--- config.mk ---
export PLATFORM = sky130hd
export DESIGN_NAME = sorted_set_table
export DESIGN_NICKNAME = d
export VERILOG_FILES = /design/src/sst_pkg.sv /design/src/sst_ctrl.sv /design/src/sst_dp.sv /design/src/sorted_set_table.sv
export SDC_FILE = /design/constraint.sdc
export NUM_CORES = 2
export LEC_CHECK = 0
export BUFFER_PORTS_ARGS = -buffer_cell sky130_fd_sc_hd__buf_2
export CORE_MARGIN = 2
export CORE_UTILIZATION = 45
export CTS_CLUSTER_DIAMETER = 40
export DETAILED_ROUTE_END_ITERATION = 10
export PLACE_DENSITY = 0.56
export REMOVE_ABC_BUFFERS = 1
export SLEW_MARGIN = 30
export SYNTH_ARGS = -nofsm -noshare
export SYNTH_HDL_FRONTEND = slang
export SYNTH_SLANG_ARGS = --single-unit
--- constraint.sdc ---
create_clock -name aclk -period 11.2 [get_ports aclk]
set_clock_uncertainty 0.05 [all_clocks]
set_input_delay 1.68 -clock aclk [delete_from_list [all_inputs] [get_ports aclk]]
set_output_delay 1.68 -clock aclk [all_outputs]
set_load 0.05 [all_outputs]
--- src/sst_pkg.sv ---
// Shared types, constants and codes for the sorted set table.
// Used by sst_ctrl, sst_dp and sorted_set_table; depends on nothing else.
package sst_pkg;

    // Store geometry.
    localparam int DEPTH     = 64;
    localparam int KEY_WIDTH = 32;
    localparam int IDX_W     = $clog2(DEPTH);
    localparam int CNT_W     = $clog2(DEPTH + 1);

    // Configuration register.
    localparam logic [6:0] CAP_RESET   = 7'd64;
    localparam logic [0:0] REG_CAPACITY = 1'b0;

    // Operation codes.
    localparam logic [2:0] FUNC_INSERT = 3'd0;
    localparam logic [2:0] FUNC_ERASE  = 3'd1;
    localparam logic [2:0] FUNC_FIND   = 3'd2;
    localparam logic [2:0] FUNC_ACCESS = 3'd3;
    localparam logic [2:0] FUNC_CLEAR  = 3'd4;

    // Result status codes.
    localparam logic [1:0] ST_DONE    = 2'd0;
    localparam logic [1:0] ST_FULL    = 2'd1;
    localparam logic [1:0] ST_PRESENT = 2'd2;
    localparam logic [1:0] ST_ABSENT  = 2'd3;

    typedef logic [KEY_WIDTH-1:0] key_t;

    // Input word.
    typedef struct packed {
        logic [2:0]  func;
        logic [31:0] key;
        logic [5:0]  slot;
    } in_word_t;

    // Result word.
    typedef struct packed {
        logic [1:0]  status;
        logic        found;
        logic [6:0]  position;
        logic [31:0] data;
        logic [6:0]  count;
    } out_word_t;

    // Controller states.
    typedef enum logic [3:0] {
        S_IDLE,
        S_DISPATCH,
        S_SRCH_RD,
        S_SRCH_CMP,
        S_DECIDE,
        S_SHIFT_RD,
        S_SHIFT_WR,
        S_PLACE,
        S_ACC_RD,
        S_FINISH
    } state_t;

    // Commands from controller to datapath.
    typedef struct packed {
        logic load;
        logic srch_rd;
        logic srch_cmp;
        logic shift_init;
        logic shift_rd;
        logic shift_wr;
        logic place;
        logic acc_rd;
        logic finish;
    } ctrl_cmd_t;

    // Status from datapath to controller.
    typedef struct packed {
        logic is_insert;
        logic is_erase;
        logic is_find;
        logic is_access;
        logic full;
        logic slot_ok;
        logic lo_lt_hi;
        logic eq;
        logic shift_more;
        logic out_free;
    } ctrl_sts_t;

endpackage

--- src/sst_ctrl.sv ---
// Controller state machine of the sorted set table.
// Depends on sst_pkg; drives commands into sst_dp and reads its status.
module sst_ctrl (
    input  logic               aclk,
    input  logic               aresetn,
    input  logic               s_valid,
    output logic               s_ready,
    input  sst_pkg::ctrl_sts_t sts,
    output sst_pkg::ctrl_cmd_t cmd
);
    import sst_pkg::*;

    state_t state_reg;
    state_t state_next;

    // State register.
    always_ff @(posedge aclk) begin
        if (!aresetn) begin
            state_reg <= S_IDLE;
        end else begin
            state_reg <= state_next;
        end
    end

    // Next state.
    always_comb begin
        state_next = state_reg;
        unique case (state_reg)
            S_IDLE: begin
                if (s_valid) state_next = S_DISPATCH;
            end
            S_DISPATCH: begin
                if (sts.is_insert) begin
                    state_next = sts.full ? S_FINISH : S_SRCH_RD;
                end else if (sts.is_erase || sts.is_find) begin
                    state_next = S_SRCH_RD;
                end else if (sts.is_access && sts.slot_ok) begin
                    state_next = S_ACC_RD;
                end else begin
                    state_next = S_FINISH;
                end
            end
            S_SRCH_RD: begin
                state_next = sts.lo_lt_hi ? S_SRCH_CMP : S_DECIDE;
            end
            S_SRCH_CMP: begin
                state_next = S_SRCH_RD;
            end
            S_DECIDE: begin
                if ((sts.is_insert && !sts.eq) || (sts.is_erase && sts.eq)) begin
                    state_next = S_SHIFT_RD;
                end else begin
                    state_next = S_FINISH;
                end
            end
            S_SHIFT_RD: begin
                if (sts.shift_more) begin
                    state_next = S_SHIFT_WR;
                end else if (sts.is_insert) begin
                    state_next = S_PLACE;
                end else begin
                    state_next = S_FINISH;
                end
            end
            S_SHIFT_WR: begin
                state_next = S_SHIFT_RD;
            end
            S_PLACE: begin
                state_next = S_FINISH;
            end
            S_ACC_RD: begin
                state_next = S_FINISH;
            end
            S_FINISH: begin
                if (sts.out_free) state_next = S_IDLE;
            end
            default: begin
                state_next = S_IDLE;
            end
        endcase
    end

    // Command outputs.
    always_comb begin
        cmd     = '0;
        s_ready = 1'b0;
        unique case (state_reg)
            S_IDLE: begin
                s_ready  = 1'b1;
                cmd.load = s_valid;
            end
            S_DISPATCH: begin
            end
            S_SRCH_RD: begin
                cmd.srch_rd = sts.lo_lt_hi;
            end
            S_SRCH_CMP: begin
                cmd.srch_cmp = 1'b1;
            end
            S_DECIDE: begin
                cmd.shift_init = (sts.is_insert && !sts.eq) || (sts.is_erase && sts.eq);
            end
            S_SHIFT_RD: begin
                cmd.shift_rd = sts.shift_more;
            end
            S_SHIFT_WR: begin
                cmd.shift_wr = 1'b1;
            end
            S_PLACE: begin
                cmd.place = 1'b1;
            end
            S_ACC_RD: begin
                cmd.acc_rd = 1'b1;
            end
            S_FINISH: begin
                cmd.finish = sts.out_free;
            end
            default: begin
            end
        endcase
    end

endmodule

--- src/sst_dp.sv ---
// Datapath of the sorted set table: key store, search bounds, shift pointer,
// key count and result register. Depends on sst_pkg; driven by sst_ctrl.
module sst_dp (
    input  logic                aclk,
    input  logic                aresetn,
    input  sst_pkg::in_word_t   s_word,
    output logic                m_valid,
    input  logic                m_ready,
    output sst_pkg::out_word_t  m_word,
    input  logic [6:0]          capacity,
    input  sst_pkg::ctrl_cmd_t  cmd,
    output sst_pkg::ctrl_sts_t  sts
);
    import sst_pkg::*;

    // Key store with one write and one registered read port.
    key_t entry_mem [DEPTH];
    key_t rdata_reg;

    logic [2:0]       func_reg;
    key_t             key_reg;
    logic [5:0]       slot_reg;
    logic [CNT_W-1:0] lo_reg, lo_next;
    logic [CNT_W-1:0] hi_reg, hi_next;
    logic             eq_reg, eq_next;
    logic             full_reg;
    logic [CNT_W-1:0] ptr_reg, ptr_next;
    logic [CNT_W-1:0] held_reg, held_next;
    logic             m_valid_reg, m_valid_next;
    out_word_t        out_reg, out_next;

    logic [CNT_W-1:0] cap_eff;
    logic [CNT_W:0]   mid_sum;
    logic [IDX_W-1:0] mid;
    logic [CNT_W-1:0] ptr_dn;
    logic [CNT_W-1:0] ptr_up;
    logic             is_insert, is_erase, is_find, is_access, is_clear;
    logic             slot_ok;
    logic             mem_we;
    logic [IDX_W-1:0] mem_waddr;
    key_t             mem_wdata;
    logic             mem_re;
    logic [IDX_W-1:0] mem_raddr;

    // Operation decode and simple comparisons.
    always_comb begin
        is_insert = (func_reg == FUNC_INSERT);
        is_erase  = (func_reg == FUNC_ERASE);
        is_find   = (func_reg == FUNC_FIND);
        is_access = (func_reg == FUNC_ACCESS);
        is_clear  = (func_reg == FUNC_CLEAR);
        slot_ok   = ({{(CNT_W + 1){1'b0}}, slot_reg} < {{7{1'b0}}, held_reg});
        if (int'(capacity) > DEPTH) begin
            cap_eff = CNT_W'(DEPTH);
        end else begin
            cap_eff = CNT_W'(capacity);
        end
        mid_sum = {1'b0, lo_reg} + {1'b0, hi_reg};
        mid     = mid_sum[IDX_W:1];
        ptr_dn  = ptr_reg - CNT_W'(1);
        ptr_up  = ptr_reg + CNT_W'(1);
    end

    // Status toward the controller.
    always_comb begin
        sts.is_insert  = is_insert;
        sts.is_erase   = is_erase;
        sts.is_find    = is_find;
        sts.is_access  = is_access;
        sts.full       = full_reg;
        sts.slot_ok    = slot_ok;
        sts.lo_lt_hi   = (lo_reg < hi_reg);
        sts.eq         = eq_reg;
        sts.shift_more = is_insert ? (ptr_reg > hi_reg)
                                   : (({1'b0, ptr_reg} + (CNT_W + 1)'(1))
                                      < {1'b0, held_reg});
        sts.out_free   = !m_valid_reg || m_ready;
    end

    // Store port selection.
    always_comb begin
        mem_re    = cmd.srch_rd || cmd.shift_rd || cmd.acc_rd;
        mem_raddr = mid;
        if (cmd.shift_rd) begin
            mem_raddr = is_insert ? ptr_dn[IDX_W-1:0] : ptr_up[IDX_W-1:0];
        end else if (cmd.acc_rd) begin
            mem_raddr = IDX_W'(slot_reg);
        end
        mem_we    = cmd.shift_wr || cmd.place;
        mem_waddr = cmd.place ? hi_reg[IDX_W-1:0] : ptr_reg[IDX_W-1:0];
        mem_wdata = cmd.place ? key_reg : rdata_reg;
    end

    // Key store.
    always_ff @(posedge aclk) begin
        if (mem_we) entry_mem[mem_waddr] <= mem_wdata;
        if (mem_re) rdata_reg <= entry_mem[mem_raddr];
    end

    // Search bounds, shift pointer, count and result.
    always_comb begin
        lo_next      = lo_reg;
        hi_next      = hi_reg;
        eq_next      = eq_reg;
        ptr_next     = ptr_reg;
        held_next    = held_reg;
        m_valid_next = m_valid_reg;
        out_next     = out_reg;
        if (m_valid_reg && m_ready) m_valid_next = 1'b0;
        if (cmd.load) begin
            lo_next = '0;
            hi_next = held_reg;
            eq_next = 1'b0;
        end
        if (cmd.srch_cmp) begin
            if (rdata_reg < key_reg) begin
                lo_next = CNT_W'(mid) + CNT_W'(1);
            end else begin
                hi_next = CNT_W'(mid);
                eq_next = (rdata_reg == key_reg);
            end
        end
        if (cmd.shift_init) ptr_next = is_insert ? held_reg : hi_reg;
        if (cmd.shift_wr) ptr_next = is_insert ? ptr_dn : ptr_up;
        if (cmd.finish) begin
            m_valid_next = 1'b1;
            out_next     = '0;
            if (is_insert && !full_reg && !eq_reg) begin
                held_next = held_reg + CNT_W'(1);
            end else if (is_erase && eq_reg) begin
                held_next = held_reg - CNT_W'(1);
            end else if (is_clear) begin
                held_next = '0;
            end
            priority if (is_insert) begin
                out_next.status = full_reg ? ST_FULL : (eq_reg ? ST_PRESENT : ST_DONE);
            end else if (is_erase) begin
                out_next.status = eq_reg ? ST_DONE : ST_ABSENT;
            end else if (is_find) begin
                out_next.status = eq_reg ? ST_DONE : ST_ABSENT;
                out_next.found  = eq_reg;
            end else if (is_access) begin
                out_next.status = slot_ok ? ST_DONE : ST_ABSENT;
                out_next.data   = slot_ok ? 32'(rdata_reg) : 32'd0;
            end else if (is_clear) begin
                out_next.status = ST_DONE;
            end else begin
                out_next.status = ST_ABSENT;
            end
            out_next.position = (is_find && eq_reg) ? 7'(hi_reg) : 7'(held_next);
            out_next.count    = 7'(held_next);
        end
    end

    // Control registers.
    always_ff @(posedge aclk) begin
        if (!aresetn) begin
            held_reg    <= '0;
            m_valid_reg <= 1'b0;
        end else begin
            held_reg    <= held_next;
            m_valid_reg <= m_valid_next;
        end
    end

    // Payload registers.
    always_ff @(posedge aclk) begin
        if (cmd.load) begin
            func_reg <= s_word.func;
            key_reg  <= KEY_WIDTH'(s_word.key);
            slot_reg <= s_word.slot;
            full_reg <= (held_reg >= cap_eff);
        end
        lo_reg  <= lo_next;
        hi_reg  <= hi_next;
        eq_reg  <= eq_next;
        ptr_reg <= ptr_next;
        out_reg <= out_next;
    end

    assign m_valid = m_valid_reg;
    assign m_word  = out_reg;

endmodule

--- src/sorted_set_table.sv ---
// Sorted set table: a set of distinct unsigned keys held in ascending order.
// Top level; depends on sst_pkg, sst_ctrl and sst_dp.
//
// Usage:
//   The s_ channel carries one operation word (func, key, slot); the m_ channel
//   returns exactly one result word per operation, in order. Both channels use
//   valid/ready and a word moves when both are high.
//   The APB port holds one register, capacity, at byte address 0.
//   Write it only while no operation is in flight.
// Operation:
//   One operation is handled at a time. Find is a binary search over the n held
//   keys through the registered read of the single key store; insert and erase
//   then shift the keys past the search point one place up or down, and insert
//   writes its key last. Access reads one slot; clear, unused codes and an
//   insert into a full set go straight to the result. The controller returns
//   to its idle state before the next word is taken.
// Reset:
//   The set is empty and capacity reads 64; the key store is not cleared.
// Stalls:
//   The result waits in an output register while m_ready is low; the next
//   word is still taken and worked, and holds before its own result is posted.
module sorted_set_table (
    input  logic               aclk,
    input  logic               aresetn,
    input  logic               s_valid,
    output logic               s_ready,
    input  sst_pkg::in_word_t  s_word,
    output logic               m_valid,
    input  logic               m_ready,
    output sst_pkg::out_word_t m_word,
    input  logic               psel,
    input  logic               penable,
    input  logic               pwrite,
    input  logic [2:0]         paddr,
    input  logic [31:0]        pwdata,
    output logic [31:0]        prdata,
    output logic               pready
);
    import sst_pkg::*;

    logic [6:0] capacity_reg, capacity_next;
    logic       cfg_wr;
    ctrl_cmd_t  cmd;
    ctrl_sts_t  sts;

    // Configuration register.
    assign pready = 1'b1;
    assign cfg_wr = psel && penable && pwrite && (paddr[2:2] == REG_CAPACITY);

    always_comb begin
        capacity_next = capacity_reg;
        if (cfg_wr) capacity_next = pwdata[6:0];
    end

    always_ff @(posedge aclk) begin
        if (!aresetn) begin
            capacity_reg <= CAP_RESET;
        end else begin
            capacity_reg <= capacity_next;
        end
    end

    assign prdata = (paddr[2:2] == REG_CAPACITY) ? {25'd0, capacity_reg} : 32'd0;

    // Controller and datapath.
    sst_ctrl u_ctrl (
        .aclk    (aclk),
        .aresetn (aresetn),
        .s_valid (s_valid),
        .s_ready (s_ready),
        .sts     (sts),
        .cmd     (cmd)
    );

    sst_dp u_dp (
        .aclk     (aclk),
        .aresetn  (aresetn),
        .s_word   (s_word),
        .m_valid  (m_valid),
        .m_ready  (m_ready),
        .m_word   (m_word),
        .capacity (capacity_reg),
        .cmd      (cmd),
        .sts      (sts)
    );

    // The count never passes the store depth.
    a_count_bound: assert property (@(posedge aclk) disable iff (!aresetn)
        m_valid |-> (int'(m_word.count) <= DEPTH))
        else $error("result count above store depth");

    // A located key is always a successful find.
    a_found_done: assert property (@(posedge aclk) disable iff (!aresetn)
        (m_valid && m_word.found) |-> (m_word.status == ST_DONE))
        else $error("found set without done status");

    // Nonzero read data only comes from a successful access.
    a_data_done: assert property (@(posedge aclk) disable iff (!aresetn)
        (m_valid && (m_word.data != 32'd0)) |-> (m_word.status == ST_DONE))
        else $error("read data on a failed operation");

    // An accepted word closes the input until its work is done.
    a_one_at_a_time: assert property (@(posedge aclk) disable iff (!aresetn)
        (s_valid && s_ready) |=> !s_ready)
        else $error("second word taken while one is in flight");

endmodule

==> results_dict.tcl <==
set metrics [dict create \
    outcome "finished clean" \
    wirelength_um 258000 \
    async_reset_ff_share_pct 0 \
    ctsHoldBuffers 0 \
    syn_area_per_cell_sq_um 14.4 \
    p_int_uw 15900 \
    grt_max_degree 143 \
    yosysTopAreaCell "edfxtp_1" \
    track_usage_pct 25.4 \
    cts-buffers-inserted 317 \
    ant_nets 0 \
    synth_warnings 0 \
    hold_violations 0 \
    hold_class "reg2reg" \
    hold_ws_ns 0.436 \
    max_cap_violations 0 \
    grt_pass1_wl_um 367000 \
    finalCoreUtilization_pct 53.0 \
    vdd_drop_max_mv 0.187 \
    end_kind "register" \
    die_h_um 448 \
    synth_edf_count 2178 \
    yosysUniqueCellTypes 70 \
    critical_path.cell_chain "ha_1 -> nand3_1 -> nor2_1 -> xor2_1 -> ha_1 -> o2111ai_1 -> a21oi_1 -> o22ai_1 -> a221oi_1 -> nor2_4 -> buf_4 -> nand2_4 -> buf_4 -> buf_4 -> nor3_1 -> nor4_1 -> a31oi_1 -> o31a_1" \
    first_pass_iters 6 \
    pwr-share-clk_pct 44.8 \
    synth_area_leaders "edfxtp_1 (74%), mux2i_1 (5.4%), nand2_1 (5.1%), a21oi_1 (1.8%), nand3_1 (1.6%)" \
    boundaryPins 167 \
    path_clk_slew_ns 0.05 \
    p_seq_share_pct 44.4 \
    cts_repair_resize_count 0 \
    p_per_area_nw_per_um2 206 \
    top_register "u_dp.entry_mem" \
    yosys_most_used_dff "edfxtp_1" \
    dieArea_sq_um 200000 \
    nets 6557 \
    tightest_slew_ns 1.11 \
    hpwl_um 139000 \
    power_leakage_uw 0.0335 \
    crit_type "reg2reg" \
    start_util_pct 45.4 \
    crit_fanout 60 \
    mostFrequentLayoutCell "edfxtp_1" \
    synthToLayoutAreaGrowth_pct 16.8 \
    grt_overflow 0 \
    synth_top_area_share_pct 73.9 \
    ys_seq_area_share_pct 74.6 \
    syn_inst 6142 \
    viasPerCell 5.83 \
    slowest_delay_ns 0.78 \
    start_kind "register" \
    clk_path_buf_depth 4 \
    final-setup-viol-count 0 \
    grt_pass1_vias 51779 \
    clkLatencyLatePin_ns 0.94 \
    drive_gt1_share_pct 13.9 \
    relSlewSlack_pct 25.5 \
    crit_slowest_cell "a221oi_1" \
    gp_congestion 0.869 \
    p_sw_uw 5430 \
    port_buffers 113 \
    synth-seq-cells 2212 \
    p_comb_share_pct 10.8 \
    die_x_um 448 \
    arrival_ns 7.64 \
    swShare_pct 25.5 \
    rsz0062_at_grt "no" \
    drt_iter0_markers 5886 \
    cts_num_sinks 2212 \
    postCtsSetupRepairBufs 0 \
    fin_crit_ns 7.02 \
    cts_tree "built" \
    fin_setup_tns_ns 0 \
    final_cell_mix "edfxtp_1 (2178), nand2_1 (1196), mux2i_1 (474)" \
    final.period_utilization_pct 62.7 \
    worstPathRequired_ns 11.82 \
    h-tree-depth 5 \
    largest_reg_flops 2048 \
    cts_root_buf "clkbuf_16" \
    max_freq_mhz 142 \
    netlist_area_sq_um 88500 \
    final_max_slew_viol_count 0 \
    coreArea_sq_um 195000 \
    num_vias 53922 \
    rows 162 \
    antenna_found_initial 6 \
    cpMostUsedCell "buf_4" \
    post_drt_wl_per_cell_um 27.9 \
    detail_route.drc_violations 0 \
]
-- cell usage after synthesis, types with 33 or more instances --
cell type  instances
a211oi_1          46
a21oi_1          319
a311oi_1          33
a31oi_1           68
a32oi_1           52
and2_1            37
buf_1             59
buf_2            125
buf_4             40
clkbuf_1         159
dfxtp_1           34
edfxtp_1        2178
ha_1              73
inv_1             58
mux2i_1          476
nand2_1         1204
nand3_1          290
nor2_1           132
nor3_1            56
nor4_1           132
o21ai_0           92
o22ai_1          181
-- power groups by stage --
| stage | Sequential [uW] | Clock (uW) | Combinational [uW] |
|---|---|---|---|
| finish | 9450 | 9520 | 2300 |
| global route | 9450 | 10000 | 2440 |
| CTS | 9450 | 9650 | 2270 |
| detailed placement | 9620 | 0 | 2260 |
| global placement | 9620 | 0 | 2230 |
| floorplan | 9660 | 0 | 2150 |
-- worst paths after layout --
check | from | end | slack [ns] | cells past startpoint
min | u_dp.lo_reg[3] | u_dp.lo_reg[3] | 0.44 | 2
max reg2reg | u_dp.ptr_reg[0] | u_dp.rdata_reg[15] | 4.18 | 18
max | u_dp.ptr_reg[0] | u_dp.rdata_reg[15] | 4.18 | 18
min reg2reg | u_dp.lo_reg[3] | u_dp.lo_reg[3] | 0.44 | 2
-- critical path: cells and delay by family, from the launching register on --
kind / cells / cell delay, ns
DFF: 1 / 0.56
buffers and inverters: 3 / 1.39
AOI/OAI and AO/OA: 6 / 2.28
and+or+nand+nor: 6 / 1.67
xor gates and xnor gates: 1 / 0.10
adders and majority gates: 2 / 0.58
-- layer usage --
metal  vias to the layer above  track usage (%)  share of wire [%]
met5                         -            0.342              0.036
met4                         2             7.81                2.9
met2                      2190             40.7                 47
met1                     27467             35.1                 42
li1                      23858                -                  -
met3                       405             5.03                8.0
-- layout make-up --
| type | count | area, sq um |
|---|---|---|
| Fill cell | 15848 | 91800 |
| Clock buffer | 360 | 8240 |
| Multi-Input combinational cell | 3512 | 21700 |
| Tap cell | 2624 | 3280 |
| Sequential cell | 2212 | 66100 |
| Timing Repair Buffer | 298 | 2090 |
| Antenna cell | 6 | 15.0 |
| Inverter | 59 | 221 |
| Clock inverter | 182 | 1810 |
-- cell families (layout without fill, tap and decap cells) --
kind of cell	after synthesis	count (layout)	synth area share, %
flops	2212	2212	74.6
xor+xnor	19	19	0.188
simple gates	1977	1977	9.77
fa+ha+maj	74	74	1.05
other cells	2	32	0.00848
compound gates	931	931	6.61
mux	485	485	5.51
buf+inv	442	899	2.22
-- metrics by stage --
step	cells	total power, uW	setup slack (ns)	cell area [sq um]
after CTS	9247	21400	4.36	103000
after detailed placement	8705	11900	4.34	93300
after floorplan	5783	11800	-48.73	86900
final	9253	21300	4.18	103000
after global placement	8705	11900	4.25	93300
after global routing	9252	21900	4.04	103000
Note: power is estimated with default switching activity, not from simulation.
